===== src/rtl/cbed_pkg.sv =====
// ----------------------------------------------------------------------------
// cbed_pkg: caret and backslash escape decoder shared definitions
// Transaction types, decode mode codes, character constants and the
// backslash escape letter table.
// ----------------------------------------------------------------------------
package cbed_pkg;

  typedef struct packed {
    logic [7:0] in_byte;
    logic       end_of_text;
  } in_item_t;

  typedef struct packed {
    logic [7:0] out_byte;
    logic       last_of_run;
    logic       is_terminator;
  } out_item_t;

  // Results caused by one input transaction, in delivery order.
  typedef struct packed {
    logic [1:0] count;
    out_item_t  first;
    out_item_t  second;
  } result_pair_t;

  localparam logic [1:0] MODE_NORMAL  = 2'd0;
  localparam logic [1:0] MODE_CARET   = 2'd1;
  localparam logic [1:0] MODE_ESCAPE  = 2'd2;
  localparam logic [1:0] MODE_NUMERIC = 2'd3;

  localparam logic [1:0] DIGITS_FULL = 2'd3;

  localparam logic [7:0] CHAR_ZERO      = 8'h30;
  localparam logic [7:0] CHAR_NINE      = 8'h39;
  localparam logic [7:0] CHAR_CARET     = 8'h5E;
  localparam logic [7:0] CHAR_BACKSLASH = 8'h5C;
  localparam logic [7:0] CONTROL_MASK   = 8'h1F;
  localparam logic [7:0] NUL_BYTE       = 8'h00;

  typedef struct packed {
    logic       hit;
    logic [7:0] code;
  } escape_lookup_t;

  // Map the letter after a backslash to its control code.
  function automatic escape_lookup_t escape_code(input logic [7:0] b);
    escape_lookup_t r;
    r.hit  = 1'b1;
    r.code = b;
    case (b)
      8'h45:   r.code = 8'h1B;  // E -> ESC
      8'h5E:   r.code = 8'h5E;  // caret
      8'h5C:   r.code = 8'h5C;  // backslash
      8'h3A:   r.code = 8'h3A;  // colon
      8'h6E:   r.code = 8'h0A;  // n -> LF
      8'h72:   r.code = 8'h0D;  // r -> CR
      8'h74:   r.code = 8'h09;  // t -> TAB
      8'h62:   r.code = 8'h08;  // b -> BS
      8'h66:   r.code = 8'h0C;  // f -> FF
      default: r.hit  = 1'b0;
    endcase
    return r;
  endfunction

endpackage


===== src/rtl/cbed_decode.sv =====
// ----------------------------------------------------------------------------
// cbed_decode: decode state and result logic
// Holds the decode mode, numeric value and digit count, and forms the
// results of the held input transaction. State advances on step.
// ----------------------------------------------------------------------------
module cbed_decode (
  input  logic                  clk,
  input  logic                  rst,
  input  logic                  step,
  input  cbed_pkg::in_item_t    item,
  output cbed_pkg::result_pair_t results
);
  import cbed_pkg::*;

  logic [1:0] mode, mode_next;
  logic [7:0] value, value_next;
  logic [1:0] digits, digits_next;

  logic           is_digit;
  logic [7:0]     digit_diff;
  logic [7:0]     digit_val;
  logic [7:0]     shifted;
  logic [1:0]     digits_inc;
  escape_lookup_t esc;

  assign is_digit   = (item.in_byte >= CHAR_ZERO) && (item.in_byte <= CHAR_NINE);
  assign digit_diff = item.in_byte - CHAR_ZERO;
  assign digit_val  = {4'd0, digit_diff[3:0]};
  assign shifted    = {value[4:0], 3'd0} | digit_val;
  assign digits_inc = digits + 2'd1;
  assign esc        = escape_code(item.in_byte);

  always_comb begin
    logic [1:0] n;
    logic [7:0] b0, b1;
    logic       t1;
    n           = 2'd0;
    b0          = NUL_BYTE;
    b1          = NUL_BYTE;
    t1          = 1'b0;
    mode_next   = mode;
    value_next  = value;
    digits_next = digits;

    if (item.end_of_text) begin
      if (mode == MODE_NUMERIC) begin
        b0 = value;
        b1 = NUL_BYTE;
        t1 = 1'b1;
        n  = 2'd2;
      end else begin
        b0 = NUL_BYTE;
        n  = 2'd1;
      end
      mode_next   = MODE_NORMAL;
      value_next  = 8'd0;
      digits_next = 2'd0;
    end else begin
      case (mode)
        MODE_CARET: begin
          mode_next = MODE_NORMAL;
          b0        = item.in_byte & CONTROL_MASK;
          n         = 2'd1;
        end
        MODE_ESCAPE: begin
          mode_next = MODE_NORMAL;
          if (esc.hit) begin
            b0 = esc.code;
            n  = 2'd1;
          end else if (is_digit) begin
            value_next  = digit_val;
            digits_next = 2'd1;
            mode_next   = MODE_NUMERIC;
          end else begin
            b0 = item.in_byte;
            n  = 2'd1;
          end
        end
        MODE_NUMERIC: begin
          if (is_digit) begin
            value_next  = shifted;
            digits_next = digits_inc;
            if ((digits_inc == DIGITS_FULL) || (digits_inc == 2'd0)) begin
              b0          = shifted;
              n           = 2'd1;
              mode_next   = MODE_NORMAL;
              value_next  = 8'd0;
              digits_next = 2'd0;
            end
          end else begin
            // Flush the value, then treat the byte as normal text.
            b0          = value;
            n           = 2'd1;
            value_next  = 8'd0;
            digits_next = 2'd0;
            if (item.in_byte == CHAR_CARET) begin
              mode_next = MODE_CARET;
            end else if (item.in_byte == CHAR_BACKSLASH) begin
              mode_next = MODE_ESCAPE;
            end else begin
              mode_next = MODE_NORMAL;
              b1        = item.in_byte;
              n         = 2'd2;
            end
          end
        end
        default: begin
          if (item.in_byte == CHAR_CARET) begin
            mode_next = MODE_CARET;
          end else if (item.in_byte == CHAR_BACKSLASH) begin
            mode_next = MODE_ESCAPE;
          end else begin
            mode_next = MODE_NORMAL;
            b0        = item.in_byte;
            n         = 2'd1;
          end
        end
      endcase
    end

    results.count                = n;
    results.first.out_byte       = b0;
    results.first.last_of_run    = (n == 2'd1);
    results.first.is_terminator  = item.end_of_text && (n == 2'd1);
    results.second.out_byte      = b1;
    results.second.last_of_run   = 1'b1;
    results.second.is_terminator = t1;
  end

  always_ff @(posedge clk) begin
    if (rst) begin
      mode   <= MODE_NORMAL;
      value  <= 8'd0;
      digits <= 2'd0;
    end else if (step) begin
      mode   <= mode_next;
      value  <= value_next;
      digits <= digits_next;
    end
  end

endmodule


===== src/rtl/cbed_result_buf.sv =====
// ----------------------------------------------------------------------------
// cbed_result_buf: two-slot result register
// Loads the results of one input transaction and delivers them one per
// cycle on the output handshake while result_ready is high.
// ----------------------------------------------------------------------------
module cbed_result_buf (
  input  logic                   clk,
  input  logic                   rst,
  input  logic                   load,
  input  cbed_pkg::result_pair_t pair,
  output logic                   free,
  output logic                   result_valid,
  input  logic                   result_ready,
  output cbed_pkg::out_item_t    result
);
  import cbed_pkg::*;

  out_item_t  slot0, slot1;
  logic [1:0] remaining;
  logic       head;
  logic       pop;

  assign result_valid = (remaining != 2'd0);
  assign result       = head ? slot1 : slot0;
  assign pop          = result_valid && result_ready;
  // Free when empty or when the last held result leaves this cycle.
  assign free         = (remaining == 2'd0) || ((remaining == 2'd1) && pop);

  always_ff @(posedge clk) begin
    if (rst) begin
      remaining <= 2'd0;
      head      <= 1'b0;
    end else if (load) begin
      remaining <= pair.count;
      head      <= 1'b0;
    end else if (pop) begin
      remaining <= remaining - 2'd1;
      head      <= 1'b1;
    end
  end

  always_ff @(posedge clk) begin
    if (load) begin
      slot0 <= pair.first;
      slot1 <= pair.second;
    end
  end

endmodule


===== src/rtl/caret_backslash_escape_decoder_unit.sv =====
// Timing: the input register holds each transaction, and its results are
//   registered in the result register once that register is free.
// Throughput: one transaction per cycle while result_ready is high and
//   each gives at most one result; a pair holds the register until both go.
// Reset: rst, synchronous, clears the decode state, the held flag and the
//   result count; payload registers are not reset.
// ----------------------------------------------------------------------------
// caret_backslash_escape_decoder_unit: termcap style string decoder
// Decodes caret control codes, backslash letter escapes and octal-like
// numeric escapes from a byte stream, closing each string with a zero byte.
// ----------------------------------------------------------------------------
module caret_backslash_escape_decoder_unit (
  input  logic                clk,
  input  logic                rst,
  input  logic                item_valid,
  output logic                item_ready,
  input  cbed_pkg::in_item_t  item,
  output logic                result_valid,
  input  logic                result_ready,
  output cbed_pkg::out_item_t result
);
  import cbed_pkg::*;

  // Input register: holds one transaction while its results are formed.
  in_item_t held;
  logic     held_valid;

  result_pair_t pair;
  logic         buf_free;
  logic         advance;
  logic         load;

  // Advance the held transaction when its results fit in the result
  // register. A transaction with no result (caret, backslash, digits
  // inside a numeric escape) only updates the decode state, so it never
  // waits on the output side.
  assign advance    = held_valid && ((pair.count == 2'd0) || buf_free);
  assign load       = advance && (pair.count != 2'd0);
  // Take a new transaction whenever the held one leaves or none is held.
  assign item_ready = !held_valid || advance;

  always_ff @(posedge clk) begin
    if (rst) begin
      held_valid <= 1'b0;
    end else if (item_ready) begin
      held_valid <= item_valid;
    end
  end

  always_ff @(posedge clk) begin
    if (item_ready && item_valid) begin
      held <= item;
    end
  end

  // Decode state and the results of the held transaction.
  cbed_decode u_decode (
    .clk     (clk),
    .rst     (rst),
    .step    (advance),
    .item    (held),
    .results (pair)
  );

  // Result register: delivers the one or two results in order.
  cbed_result_buf u_result_buf (
    .clk          (clk),
    .rst          (rst),
    .load         (load),
    .pair         (pair),
    .free         (buf_free),
    .result_valid (result_valid),
    .result_ready (result_ready),
    .result       (result)
  );

endmodule

===== config.mk =====
export PLATFORM = sky130hd
export DESIGN_NAME = caret_backslash_escape_decoder_unit
export DESIGN_NICKNAME = d
export VERILOG_FILES = /design/src/rtl/cbed_pkg.sv /design/src/rtl/cbed_decode.sv /design/src/rtl/cbed_result_buf.sv /design/src/rtl/caret_backslash_escape_decoder_unit.sv
export SDC_FILE = /design/constraint.sdc
export NUM_CORES = 1
export LEC_CHECK = 0
export BUFFER_PORTS_ARGS = -buffer_cell sky130_fd_sc_hd__buf_4
export CAP_MARGIN = 20
export CELL_PAD_IN_SITES_DETAIL_PLACEMENT = 2
export CELL_PAD_IN_SITES_GLOBAL_PLACEMENT = 2
export CORE_MARGIN = 5
export CORE_UTILIZATION = 41
export DETAILED_ROUTE_END_ITERATION = 8
export GPL_TIMING_DRIVEN = 0
export PLACE_DENSITY_LB_ADDON = 0.1
export RECOVER_POWER = 100
export SYNTH_ARGS = -nofsm -noshare
export SYNTH_HDL_FRONTEND = slang
export SYNTH_SLANG_ARGS = --single-unit

===== constraint.sdc =====
create_clock -name clk -period 5.5 [get_ports clk]
set_clock_uncertainty 0.05 [all_clocks]
set_input_delay 1.1 -clock clk [delete_from_list [all_inputs] [get_ports clk]]
set_output_delay 1.1 -clock clk [all_outputs]
set_load 0.02 [all_outputs]

## Word level (Yosys, flattened, before mapping)

Cells that the tools add are included.

| operators by class | value |
|---|---|
| $add $sub $neg | 3 |
| magnitude comparators | 2 |
| equality and inequality tests | 18 |
| muxes and demuxes | 46 |
| bitwise gates (word level) | 2 |
| reductions and logical operators | 24 |

Operators by type and width:

| cell | count |
|---|---|
| 8-bit 2-to-1 mux | 13 |
| 8-bit one-hot mux with 9 select lines | 1 |
| 8-bit by 7-bit equality test with 1-bit output, second input constant | 8 |
| 2-bit 2-to-1 mux | 21 |
| 8-bit one-hot mux with 3 select lines | 1 |
| 8-bit one-hot mux with 2 select lines | 1 |
| 2-bit one-hot mux with 3 select lines | 2 |
| 10-bit 2-to-1 mux | 1 |
| 9-bit OR reduction | 1 |
| 8-bit by 6-bit equality test with 1-bit output, second input constant | 1 |
| 8-bit by 6-bit greater-or-equal comparator with 1-bit output, second input constant | 1 |
| 8-bit by 6-bit <= comparator with 1-bit output, second input constant | 1 |
| 8-bit by 4-bit bitwise OR with 8-bit output | 1 |
| 1-bit logical AND | 7 |
| 2-bit by 1-bit equality test with 1-bit output, second input constant | 3 |
| 2-bit equality test, second input constant | 3 |
| 2-bit logical NOT | 3 |
| 2-bit nonzero test | 3 |
| 1-bit 2-to-1 mux | 5 |
| 1-bit logical OR | 4 |
| 4-bit != test, second input constant | 1 |
| 2-bit one-hot mux with 2 select lines | 1 |
| 4-bit AND reduction | 1 |
| 4-bit by 1-bit subtractor with 4-bit output, second input constant | 1 |
| other kinds (10) | 10 |

| storage, ports and cells | value |
|---|---|
| bits in registers | 44 |
| output and inout port bits | 12 |

## Depth between registers and ports, before layout

| logic depth | value |
|---|---|
| depth in word-level cells | 12 |
| gate-level depth with buffers | 8 |
| mapped depth without buffers | 7 |

## Hierarchy

From an unflattened synthesis, not the netlist that was laid out.

| unflattened totals | value |
|---|---|
| cells, all modules | 261 |
| area total of the unflattened synthesis | 2636.3 µm² |

By module, submodules not included:

| module | instances | cells an instance | area an instance (µm²) | seq. area each (µm²) |
|---|---|---|---|---|
| cbed_decode | 1 | 189 | 1398.8 | 240.2 |
| cbed_result_buf | 1 | 53 | 893.4 | 660.6 |
| caret_backslash_escape_decoder_unit | 1 | 19 | 344.1 | 290.3 |

## Worst setup path after synthesis

Ideal clock, no wire load.

| path | value |
|---|---|
| path kind | input-to-output |
| start | in result_ready |
| end | out item_ready |
| arrival time | 1.770 ns |
| setup slack | 2.580 ns |
| cell stages on the path | 3 |
| path buffers | 0 |
| cells stage by stage | a21oi_1 o31a_1 nand3_1 |

| between the ends | value |
|---|---|
| cells in the longest elaborated chain, start to end | 6 |

Ends and longest elaborated chain:

| what | line | source |
|---|---|---|
| from (decl) | caret_backslash_escape_decoder_unit.sv:19 | `input logic result_ready,` |
| 1-bit logical AND | cbed_result_buf.sv:25 | `assign pop = result_valid && result_ready;` |
| 1-bit logical AND | cbed_result_buf.sv:27 | `assign free = (remaining == 2'd0) \|\| ((remaining == 2'd1) && pop);` |
| 1-bit logical OR | cbed_result_buf.sv:27 |  |
| 1-bit logical OR | caret_backslash_escape_decoder_unit.sv:37 | `assign advance = held_valid && ((pair.count == 2'd0) \|\| buf_free);` |
| 1-bit logical AND | caret_backslash_escape_decoder_unit.sv:37 |  |
| 1-bit logical OR | caret_backslash_escape_decoder_unit.sv:40 | `assign item_ready = !held_valid \|\| advance;` |
| to (decl) | caret_backslash_escape_decoder_unit.sv:16 | `output logic item_ready,` |

No other way between the ends.

## Worst setup path in the final report

| path | value |
|---|---|
| start | reg u_decode.digits[0] |
| end | reg u_decode.digits[0] |

| between the ends | value |
|---|---|
| cells in the longest elaborated chain, start to end | 11 |
| elaborated cells between the ends (all ways) | 16 |

Ends and longest elaborated chain:

| what | line | source |
|---|---|---|
| from (decl) | cbed_decode.sv:17 | `logic [1:0] digits, digits_next;` |
| from (signal assigned) | cbed_decode.sv:138 | `digits <= digits_next;` |
| 2-bit by 1-bit adder with 2-bit output (*) | cbed_decode.sv:30 | `assign digits_inc = digits + 2'd1;` |
| 2-bit equality test / 2-bit logical NOT (equally long branches) | cbed_decode.sv:83 | `if ((digits_inc == DIGITS_FULL) \|\| (digits_inc == 2'd0)) begin` |
| 1-bit logical OR | cbed_decode.sv:83 |  |
| 1-bit 2-to-1 mux | cbed_decode.sv:83 |  |
| 2-bit 2-to-1 mux | cbed_decode.sv:80 | `if (is_digit) begin` |
| 2-bit one-hot mux with 3 select lines | cbed_decode.sv:59 | `case (mode)` |
| 2-bit 2-to-1 mux | cbed_decode.sv:45 | `if (item.end_of_text) begin` |
| 2-bit logical NOT | caret_backslash_escape_decoder_unit.sv:37 |  |
| 1-bit logical OR | caret_backslash_escape_decoder_unit.sv:37 |  |
| 1-bit logical AND | caret_backslash_escape_decoder_unit.sv:37 |  |
| 4-bit AND reduction (no source line) | -- |  |

Every way passes the cells marked *; elsewhere a longest branch is shown, timed or not.
A chain may end at the register's enable or synchronous reset.

==> results.md <==
- Die Ht: about 90 um
- Die W: between 90 and 100 um
- DR top layer: met4
- Yosys reg bits: 44
- CTS Buf Count: 5
- CP Launch Type: flop
- GR Overflow Total: 0
- Fin. Hold Viols: 0
- First-pass GRT wire length: about 15 mm
- CTS Hold Bufs: 0
- Syn Nets: ~300
- Peak supply drop: 0.132 mV
- Rows: 29
- Largest net degree at the start of global routing: 23
- FMAX: ~0.25 GHz
- Final Critical Period: ~4 ns
- Clock Path Buffers: 2
- Setup Viol. Count Final: 0
- Worst Path Required: 5.63 ns
- Worst stage delay on the critical path: around 1.2 ns
- Initial antenna violation count: 0
- Crit end category: flop
- Post-route clock period utilization: slightly above 70%
- Register Area: approximately 0.0012 mm2
- Worst Path Max Fanout: 10
- Vias: between 2000 and 2500
- Slew headroom: 10.2%
- CTS H-tree lvls: 2
- Die area: approximately 0.0082 mm2
- Fin util: approximately 47%
- M1 WL: slightly below 4 mm
- Post-synth cell types: between 60 and 70
- Sequential-to-total area share from yosys stat: around 43%
- Post-route DRC violation count: 0
- Filler cells: 699
- Pwr dens: about 270 mW/mm2
- Top_reg_cell synth: edfxtp_1
- WL per Instance: 23.7 um
- Clk slew on worst S/H paths: 0.08 ns
- Vias in the first global route: 2593
- Resize count post-CTS: 0
- Synthesized area: approximately 0.0027 mm2
- Core Region: about 0.0063 mm2
- Hold crit path type: reg2reg
- Final GP Congestion: roughly 0.9
- Max Cap Viol: 0
- Vias per inst: 6.23
- Drt pass-1 iters: 4
- Final ANT Viol Nets: 0
- Synthesis Warnings: 0
- Clk_lat worst skew: 0.30 ns
- DP HPWL: around 7 mm
- Crit path DAT: a little over 4 ns
- Placed instance count: around 380
- 1st-iter DRT viols: ~200
- Slew Limit Fails: 0
- CP max-delay cell: a221oi_1
- Final std cells w/o fill: approximately 380
- RSZ-0062 raised after global routing: no
- Metal3 WL: approximately 500 um
- Mean Syn Cell Area: around 9.7 um2
- Post-CTS Setup Inserts: 0
- Worst Tran Pin Value: roughly 1.3 ns
- TritonCTS clock tree: done
- Top Ports: 25
- Antenna Cells: 0
- P&R area growth vs syn: 10.9%
- Clk sinks: between 40 and 50
- CTS root buffer: clkbuf_8
- Cells after Synth: approximately 280
- IO Port Bufs: 23
- Tot GR Track Use: 22.5%
- DR WL met2: ~4.6 mm
- Total negative slack: 0 ns
- Layout cells sized above 1: 12.4%
- Post-synth EDFFs: 28
- Final WL: roughly 9 mm
- Worst-path cell chain: inv_1, ha_1, xnor2_1, o2111ai_1, a221oi_1, clkbuf_1, mux2i_1, nor2_1
- Initial core utilization: 42.1%
- Status: finished clean
- Pre-CTS setup slack: approximately 2.1 ns
- Crit path kind: reg2reg
- Leakage power: ~1.0 nW
- Post-route setup slack: 1.52 ns
- Ys async rst share: 0%
- Nets: roughly 320
- Area of the multi-input gates: between 0.001 and 0.0015 mm2
- Design Power: approximately 0.79 mW
## synthesized netlist by cell type (all sizes together), types with 3 or more instances
cell type	n	area, um2
a31o	8	70.1
nand2	18	67.6
nor3b	8	60.1
or3	3	23.8
o22ai	3	18.8
and3	5	31.3
a21oi	18	93.8
mux2	10	113
nor4	8	50.1
dfxtp	16	320
nand2b	9	56.3
xnor2	4	35.0
inv	11	41.3
ha	4	50.1
nor2b	3	18.8
o21ai	14	70.1
and2	4	25.0
buf	6	41.3
clkbuf	13	48.8
edfxtp	28	841
nor2	15	56.3
nor3	10	55.1
a211oi	3	22.5
nand3	10	50.1
mux2i	3	30.0
## report_power, final
group / total (mW) / switching, mW / internal [mW] / leakage [nW]
combinational: 0.175 / 0.116 / 0.0591 / 0.569
sequential: 0.397 / 0.0175 / 0.380 / 0.397
clock: 0.214 / 0.113 / 0.100 / 0.0510
total: 0.786 / 0.247 / 0.539 / 1.02
## registers in the layout, indices dropped and copies added, names as in the netlist
name	cells
u_decode.value	8
u_decode.digits	2
u_result_buf.slot1	9
u_result_buf.head	1
held_valid	1
held	9
u_result_buf.remaining	2
u_result_buf.slot0	10
u_decode.mode	2
## placed cells by master (no fill, tap or decap), types with 3 or more instances in the layout
master and instances:
clkbuf_8 6, nor4_1 8, buf_4 3, nor3b_1 8
mux2i_1 3, o21ai_0 13, clkbuf_1 26, nor3_1 9
a211oi_1 3, nor2b_1 3, edfxtp_1 28, and3_1 5
dfxtp_1 16, and2_0 4, nor2_1 15, nand3_1 10
ha_1 4, inv_1 11, nand2_1 18, clkbuf_4 9
nand2b_1 9, xnor2_1 4, mux2_2 9, o22ai_1 3
a21oi_1 18, a31o_1 8
## metrics by stage
stage          hold slack (ns)  cell area [um2]
2_1_floorplan            0.405             2670
3_3_place_gp             0.416             2940
3_5_place_dp             0.425             2940
4_1_cts                  0.435             3030
5_1_grt                  0.460             2960
6_report                 0.424             2960
## final cells by class
| class | count | share of cell area [%] |
|---|---|---|
| tap | 77 | 3.25 |
| sequential | 44 | 39.2 |
| timing repair buffer | 23 | 4.43 |
| clock buffer | 6 | 2.79 |
| inverter | 11 | 1.39 |
| buffer | 19 | 2.74 |
| clock inverter | 2 | 0.338 |
| multi-input combinational | 201 | 45.9 |
## critical path, delay by kind of cell, from the launching register on
kind | cells | cell delay, ns
compound gates | 2 | 1.56
xor+xnor | 1 | 0.58
fa+ha+maj | 1 | 0.33
buf+inv | 2 | 0.58
flops | 1 | 0.43
mux | 1 | 0.26
simple gates | 1 | 0.06
## metal layers
metal | global-route usage [%] | vias up
li1 | - | 1102
met1 | 27.6 | 1184
met2 | 39.2 | 82
met3 | 4.17 | 17
met4 | 7.44 | 0
met5 | 0 | -
## logic make-up after synthesis
logic type               synth area share (%)
adder cells (fa/ha/maj)                  1.87
multiplexers                             5.34
buffers and inverters                    4.92
flip-flops                               43.4
AND/OR/NAND/NOR                          22.2
AO/OA/AOI/OAI                            20.6
XOR/XNOR                                 1.64
## worst paths after layout
kind	from	endpoint	slack [ns]	cells past startpoint
max	u_decode.digits[0]$_SDFFE_PP0P_	u_decode.digits[0]$_SDFFE_PP0P_	1.52	8
min	u_decode.digits[1]$_SDFFE_PP0P_	u_decode.digits[1]$_SDFFE_PP0P_	0.42	2
max reg2reg	u_decode.digits[0]$_SDFFE_PP0P_	u_decode.digits[0]$_SDFFE_PP0P_	1.52	8
min reg2reg	u_decode.digits[1]$_SDFFE_PP0P_	u_decode.digits[1]$_SDFFE_PP0P_	0.42	2
(Power assumes the default switching activity.)
